**src/rtl/gpio_pkg.sv**
```systemverilog
// Shared types and constants for the GPIO bank with interrupt detection.
// Used by gpio_bank_with_irq_detect_core; depends on nothing else.
`default_nettype none

package gpio_pkg;

	typedef enum logic [1:0] {
		ACT_TICK  = 2'd0,
		ACT_WRITE = 2'd1,
		ACT_READ  = 2'd2,
		ACT_NONE  = 2'd3
	} action_t;

	typedef enum logic [3:0] {
		REG_DIR     = 4'd0,
		REG_DATAIN  = 4'd1,
		REG_DATAOUT = 4'd2,
		REG_SETOUT  = 4'd3,
		REG_CLROUT  = 4'd4,
		REG_STAT0   = 4'd5,
		REG_STAT1   = 4'd6,
		REG_ENSET   = 4'd7,
		REG_ENCLR   = 4'd8,
		REG_LVL0    = 4'd9,
		REG_LVL1    = 4'd10,
		REG_RISE    = 4'd11,
		REG_FALL    = 4'd12,
		REG_CTRL    = 4'd13,
		REG_RSVD14  = 4'd14,
		REG_RSVD15  = 4'd15
	} reg_index_t;

	localparam int unsigned DataWidth  = 32;
	localparam int unsigned InTdataW   = 64;
	localparam int unsigned InTuserW   = 6;
	localparam int unsigned OutTdataW  = 104;

	// Control bit 0 set means event detection is disabled.
	localparam int unsigned CtrlDisableBit = 0;

	typedef struct packed {
		logic [DataWidth-1:0] pins_in;
		logic [DataWidth-1:0] write_data;
		reg_index_t           reg_index;
		action_t              action;
	} request_t;

endpackage

`default_nettype wire

```
**src/rtl/gpio_bank_with_irq_detect_core.sv**
```systemverilog
// GPIO bank with per-pin level and edge interrupt detection: a register file of
// direction, data out, detect masks, status and enable, and the interrupt line.
// One request enters each cycle; every request gives one response through the
// input register, then the output register. Throughput is one request per
// cycle, limited only by downstream tready. Responses carry the register state
// after the request, plus read data for register reads. Depends on gpio_pkg.
`default_nettype none

module gpio_bank_with_irq_detect_core #(
	parameter int unsigned PIN_COUNT = 32
) (
	input  wire logic                             clk,
	input  wire logic                             arst_n,
	input  wire logic                             s_tvalid,
	output logic                                  s_tready,
	// tdata: write_data [31:0], pins_in [63:32]
	input  wire logic [gpio_pkg::InTdataW-1:0]    s_tdata,
	// tuser: action [1:0], reg_index [5:2]
	input  wire logic [gpio_pkg::InTuserW-1:0]    s_tuser,
	output logic                                  m_tvalid,
	input  wire logic                             m_tready,
	// tdata: read_data [31:0], pins_drive [63:32], pins_output_enable [95:64],
	// irq_out [96], zero padding [103:97]
	output logic [gpio_pkg::OutTdataW-1:0]        m_tdata
);

	localparam int unsigned DW = gpio_pkg::DataWidth;
	localparam logic [DW:0] PinMaskWide = (33'd1 << PIN_COUNT) - 33'd1;
	localparam logic [DW-1:0] PinMask = PinMaskWide[DW-1:0];

	gpio_pkg::request_t req_s1;
	logic               valid_s1;
	logic               advance;

	logic [DW-1:0] dir_q, dout_q, lvl0_q, lvl1_q, rise_q, fall_q;
	logic [DW-1:0] stat_q, en_q, ctrl_q, prev_q;
	logic [DW-1:0] dir_d, dout_d, lvl0_d, lvl1_d, rise_d, fall_d;
	logic [DW-1:0] stat_d, en_d, ctrl_d, prev_d;
	logic [DW-1:0] rdata_d, pins, wmask, events;

	logic          out_valid_q;
	logic [DW-1:0] rdata_q, drive_q, oe_q;
	logic          irq_q;

	assign advance  = !out_valid_q || m_tready;
	assign s_tready = !valid_s1 || advance;

	// Input register.
	always_ff @(posedge clk or negedge arst_n) begin
		if (!arst_n) begin
			valid_s1 <= 1'b0;
		end else if (s_tready) begin
			valid_s1 <= s_tvalid;
		end
	end

	always_ff @(posedge clk) begin
		if (s_tready && s_tvalid) begin
			req_s1.write_data <= s_tdata[DW-1:0];
			req_s1.pins_in    <= s_tdata[2*DW-1:DW];
			req_s1.action     <= gpio_pkg::action_t'(s_tuser[1:0]);
			req_s1.reg_index  <= gpio_pkg::reg_index_t'(s_tuser[5:2]);
		end
	end

	// Next register state and read data for the request in the input register.
	always_comb begin
		pins   = req_s1.pins_in & PinMask;
		wmask  = req_s1.write_data & PinMask;
		events = (~pins & lvl0_q) | (pins & lvl1_q) | (pins & ~prev_q & rise_q)
			| (~pins & prev_q & fall_q);
		dir_d   = dir_q;
		dout_d  = dout_q;
		lvl0_d  = lvl0_q;
		lvl1_d  = lvl1_q;
		rise_d  = rise_q;
		fall_d  = fall_q;
		stat_d  = stat_q;
		en_d    = en_q;
		ctrl_d  = ctrl_q;
		prev_d  = prev_q;
		rdata_d = '0;
		unique case (req_s1.action)
			gpio_pkg::ACT_TICK: begin
				if (!ctrl_q[gpio_pkg::CtrlDisableBit]) begin
					stat_d = stat_q | (events & PinMask);
				end
				prev_d = pins;
			end
			gpio_pkg::ACT_WRITE: begin
				unique case (req_s1.reg_index)
					gpio_pkg::REG_DIR:     dir_d  = wmask;
					gpio_pkg::REG_DATAOUT: dout_d = wmask;
					gpio_pkg::REG_SETOUT:  dout_d = dout_q | wmask;
					gpio_pkg::REG_CLROUT:  dout_d = dout_q & ~wmask;
					gpio_pkg::REG_STAT0,
					gpio_pkg::REG_STAT1:   stat_d = stat_q & ~wmask;
					gpio_pkg::REG_ENSET:   en_d   = en_q | wmask;
					gpio_pkg::REG_ENCLR:   en_d   = en_q & ~wmask;
					gpio_pkg::REG_LVL0:    lvl0_d = wmask;
					gpio_pkg::REG_LVL1:    lvl1_d = wmask;
					gpio_pkg::REG_RISE:    rise_d = wmask;
					gpio_pkg::REG_FALL:    fall_d = wmask;
					gpio_pkg::REG_CTRL:    ctrl_d = req_s1.write_data;
					default: ;
				endcase
			end
			gpio_pkg::ACT_READ: begin
				unique case (req_s1.reg_index)
					gpio_pkg::REG_DIR:     rdata_d = dir_q;
					gpio_pkg::REG_DATAIN:  rdata_d = prev_q;
					gpio_pkg::REG_DATAOUT,
					gpio_pkg::REG_SETOUT,
					gpio_pkg::REG_CLROUT:  rdata_d = dout_q;
					gpio_pkg::REG_STAT0,
					gpio_pkg::REG_STAT1:   rdata_d = stat_q;
					gpio_pkg::REG_ENSET,
					gpio_pkg::REG_ENCLR:   rdata_d = en_q;
					gpio_pkg::REG_LVL0:    rdata_d = lvl0_q;
					gpio_pkg::REG_LVL1:    rdata_d = lvl1_q;
					gpio_pkg::REG_RISE:    rdata_d = rise_q;
					gpio_pkg::REG_FALL:    rdata_d = fall_q;
					gpio_pkg::REG_CTRL:    rdata_d = ctrl_q;
					default:               rdata_d = '0;
				endcase
			end
			default: ;
		endcase
	end

	// Register state commits when the request moves into the output register.
	always_ff @(posedge clk or negedge arst_n) begin
		if (!arst_n) begin
			dir_q  <= PinMask;
			dout_q <= '0;
			lvl0_q <= '0;
			lvl1_q <= '0;
			rise_q <= '0;
			fall_q <= '0;
			stat_q <= '0;
			en_q   <= '0;
			ctrl_q <= '0;
			prev_q <= '0;
		end else if (valid_s1 && advance) begin
			dir_q  <= dir_d;
			dout_q <= dout_d;
			lvl0_q <= lvl0_d;
			lvl1_q <= lvl1_d;
			rise_q <= rise_d;
			fall_q <= fall_d;
			stat_q <= stat_d;
			en_q   <= en_d;
			ctrl_q <= ctrl_d;
			prev_q <= prev_d;
		end
	end

	// Output register.
	always_ff @(posedge clk or negedge arst_n) begin
		if (!arst_n) begin
			out_valid_q <= 1'b0;
		end else if (advance) begin
			out_valid_q <= valid_s1;
		end
	end

	always_ff @(posedge clk) begin
		if (valid_s1 && advance) begin
			rdata_q <= rdata_d;
			drive_q <= dout_d & PinMask;
			oe_q    <= ~dir_d & PinMask;
			irq_q   <= |(stat_d & en_d);
		end
	end

	assign m_tvalid = out_valid_q;
	assign m_tdata  = {7'd0, irq_q, oe_q, drive_q, rdata_q};

endmodule

`default_nettype wire

```
**config.mk**
```make
export PLATFORM = sky130hd
export DESIGN_NAME = gpio_bank_with_irq_detect_core
export DESIGN_NICKNAME = d
export VERILOG_FILES = /design/src/rtl/gpio_pkg.sv /design/src/rtl/gpio_bank_with_irq_detect_core.sv
export SDC_FILE = /design/constraint.sdc
export NUM_CORES = 1
export LEC_CHECK = 0
export BUFFER_PORTS_ARGS = -buffer_cell sky130_fd_sc_hd__buf_2
export CORE_MARGIN = 1.5
export CORE_UTILIZATION = 30
export DETAILED_ROUTE_END_ITERATION = 12
export PLACE_DENSITY = 0.49
export SYNTH_ARGS = -nofsm -noshare
export SYNTH_HDL_FRONTEND = slang
export SYNTH_SLANG_ARGS = --single-unit
```
**constraint.sdc**
```tcl
create_clock -name clk -period 6.7 [get_ports clk]
set_clock_uncertainty 0.2 [all_clocks]
set_input_delay 0.335 -clock clk [delete_from_list [all_inputs] [get_ports clk]]
set_output_delay 0.335 -clock clk [all_outputs]
set_load 0.01 [all_outputs]
```
==> impl_metrics.toml <==
[yosys]
yosysTopAreaCell = "dfrtp_1"
synth.yosys.seq_area_share_pct = 60.5
synthArstFlopShare_pct = 65.8
synth_ff_type = "dfrtp_1"
syn_area_per_cell_um2 = 13.2
synth_edf_count = 167
synth_top_area_share_pct = 33.5
synth-seq-cells = 489
syn_area_mm2 = 0.0217
postSynthCellCount = 1645
yosysWarnings = 0
ys_types = 43
synthTopCellsByArea = "dfrtp_1 33%, edfxtp_1 23%, mux2_2 13%"

[timing]
worst_slew_pin_slew_ns = 1.33
setup_violations = 0
fin_setup_tns_ns = 0
hold_viol = 0
grt_setup_unrepaired = "false"
period_needed_ns = 3.79
max_freq_mhz = 264
relSlewSlack_pct = 11.1
slew_viol_final = 0
layout_setup_ws_ns = 2.91
fin_crit_sh_pct = 56.6

[critical_path]
max_stage_delay_ns = 0.85
path_buf_inv = 2
arrival_ns = 4.07
cp_common_cell = "buf_4"
cp.required_ns = 6.98
cp.depth = 6
path_max_fanout = 36
cp_top_family = "simple AND/OR/NAND/NOR gates"
path_class = "reg2reg"
worstSetupEndpointType = "flop"
rr_worst_depth = 6
startpoint_type = "flop"
slowest_stage = "nand2_1"
crit_chain = "buf_4 > nor2b_1 > and3_1 > nand2_1 > buf_4 > mux2_2"

[drt]
avgRoutedWirePerCell_um = 25.3
via_per_inst = 5.45
ant_nets = 0
wl_um = 71600
drc = 0
firstDrtPassIters = 10
vias = 15400
drt_iter0_drc = 1265

[placement]
pre_cts_ws_ns = 2.94
dp_hpwl_um = 42700
portBuffers = 172
gp_congestion = 0.793
placed_area_mm2 = 0.0234

[final_layout]
utilization_pct = 36.5
final_net_count = 1906
drive_above_1_share_pct = 31.9
syn2layout_area_growth_pct = 20.4
antenna_cells = 0
fin_area_mm2 = 0.0261

[run]
drv_cap = 0

[clocking]
cts.sinks = 489
postCtsSetupRepairBufs = 0
cts_tree = "done"
clk-insertion-delay-late_ns = 0.61
path_clk_slew_ns = 0.06
cts_buffers = 56
h-tree-depth = 2
clock_path_buffers = 3
ctsHoldBuffers = 74
cts_resized = 0
ctsRootBufferMaster = "clkbuf_16"

[floorplanning]
start_util_pct = 30.3
die_area_mm2 = 0.0739
die_h_um = 272
core_mm2 = 0.0715
pin_count = 180
rows = 98
chipWidth_um = 272

[global_routing]
grt_max_degree = 104
gr-total-overflow = 0
first_global_vias = 15800
antenna_found_initial = 0
grt_pass1_wl_um = 106000
track_usage_pct = 19.0

[power]
power_density_mw_per_mm2 = 340
p_leak_nw = 10.4
finalPower_mw = 8.88
vdd_drop_max_mv = 0.185

[run_status]
status = "finished, final reports clean"

[hold_path]
hold_path_class = "in2async"
[per-layer routing]
metal | wire [um] | vias to the layer above | global-route usage, %
met2 | 33900 | 545 | 31.2
met5 | 0 | - | 0
met1 | 31200 | 7967 | 25.4
li1 | - | 6758 | -
met3 | 3850 | 140 | 2.69
met4 | 2530 | 0 | 7.43
[placed cells by master (no fill, tap or decap), types with 23 or more instances in the layout]
cell type        n
buf_4           32
edfxtp_1       167
dfrtp_1        290
clkbuf_16       57
a41oi_1         32
mux2_2         256
nor2b_1         33
nand2_1         87
dfstp_2         32
a221oi_1        32
a222oi_1        32
nand3b_1        34
a211oi_1        32
buf_2          171
dlygate4sd3_1   74
o21ai_1         23
o31ai_1         64
o21ai_0        159
mux2i_1         32
nor3b_1         32
a22o_1          64
a22oi_1         48
[cell usage after synthesis (33+ instances only)]
library cell	count
dfrtp_1	290
mux2_2	256
edfxtp_1	167
o21ai_0	159
clkbuf_1	110
nand2_1	89
a22o_1	64
o31ai_1	64
a22oi_1	48
nand3b_1	34
nor2b_1	33
nor3b_1	33
[final timing paths]
kind,startpoint,end,slack (ns)
setup / recovery,req_s1[0]$_DFFE_PP_,ctrl_q[29]$_DFFE_PN0P_,2.91
hold reg to reg,dir_q[16]$_DFFE_PN1P_,dir_q[16]$_DFFE_PN1P_,0.29
max in group asynchronous,arst_n,en_q[30]$_DFFE_PN0P_,4.46
setup reg to reg,req_s1[0]$_DFFE_PP_,ctrl_q[29]$_DFFE_PN0P_,2.91
hold / removal,arst_n,m_tvalid$_DFFE_PN0P_,0.17
min in group clk,s_tdata[45],pins[13]$_DFFE_PP_,0.23
[cell families (layout without fill, tap and decap cells)]
kind of cell	after synthesis	after routing	synth area share [%]
simple gates	222	222	5.73
flops	489	489	60.5
other cells	1	7	0.0173
mux	288	288	14.8
xor+xnor	1	1	0.0404
buf+inv	156	385	3.02
compound gates	488	488	15.9
[power breakdown]
part | switching, mW | total [mW] | internal (mW)
logic | 0.748 | 1.42 | 0.669
clock network | 1.27 | 3.24 | 1.97
registers | 0.458 | 4.22 | 3.76
total | 2.47 | 8.88 | 6.40
[stage by stage]
step / std cells / hold WS (ns)
6_report: 2830 / 0.167
5_1_grt: 2830 / 0.216
4_1_cts: 2830 / 0.194
3_5_place_dp: 2650 / 0.275
3_3_place_gp: 2650 / 0.270
2_1_floorplan: 1651 / -0.161
[worst register-to-register path: cells and delay by family (launching register included)]
family                 cells  cell delay (ns)
multiplexers               1             0.33
AND/OR/NAND/NOR            3             1.75
flip-flops                 1             0.33
buffers and inverters      2             1.06
[final cells by class]
class	instances	area, um^2
fill	6890	45400
sequential	489	13100
multi-input combinational	1006	8000
timing repair buffer	278	1850
clock buffer	68	1500
tap	950	1190
clock inverter	38	439
inverter	1	8.76
No activity file was read; power rests on OpenSTA's default activity.
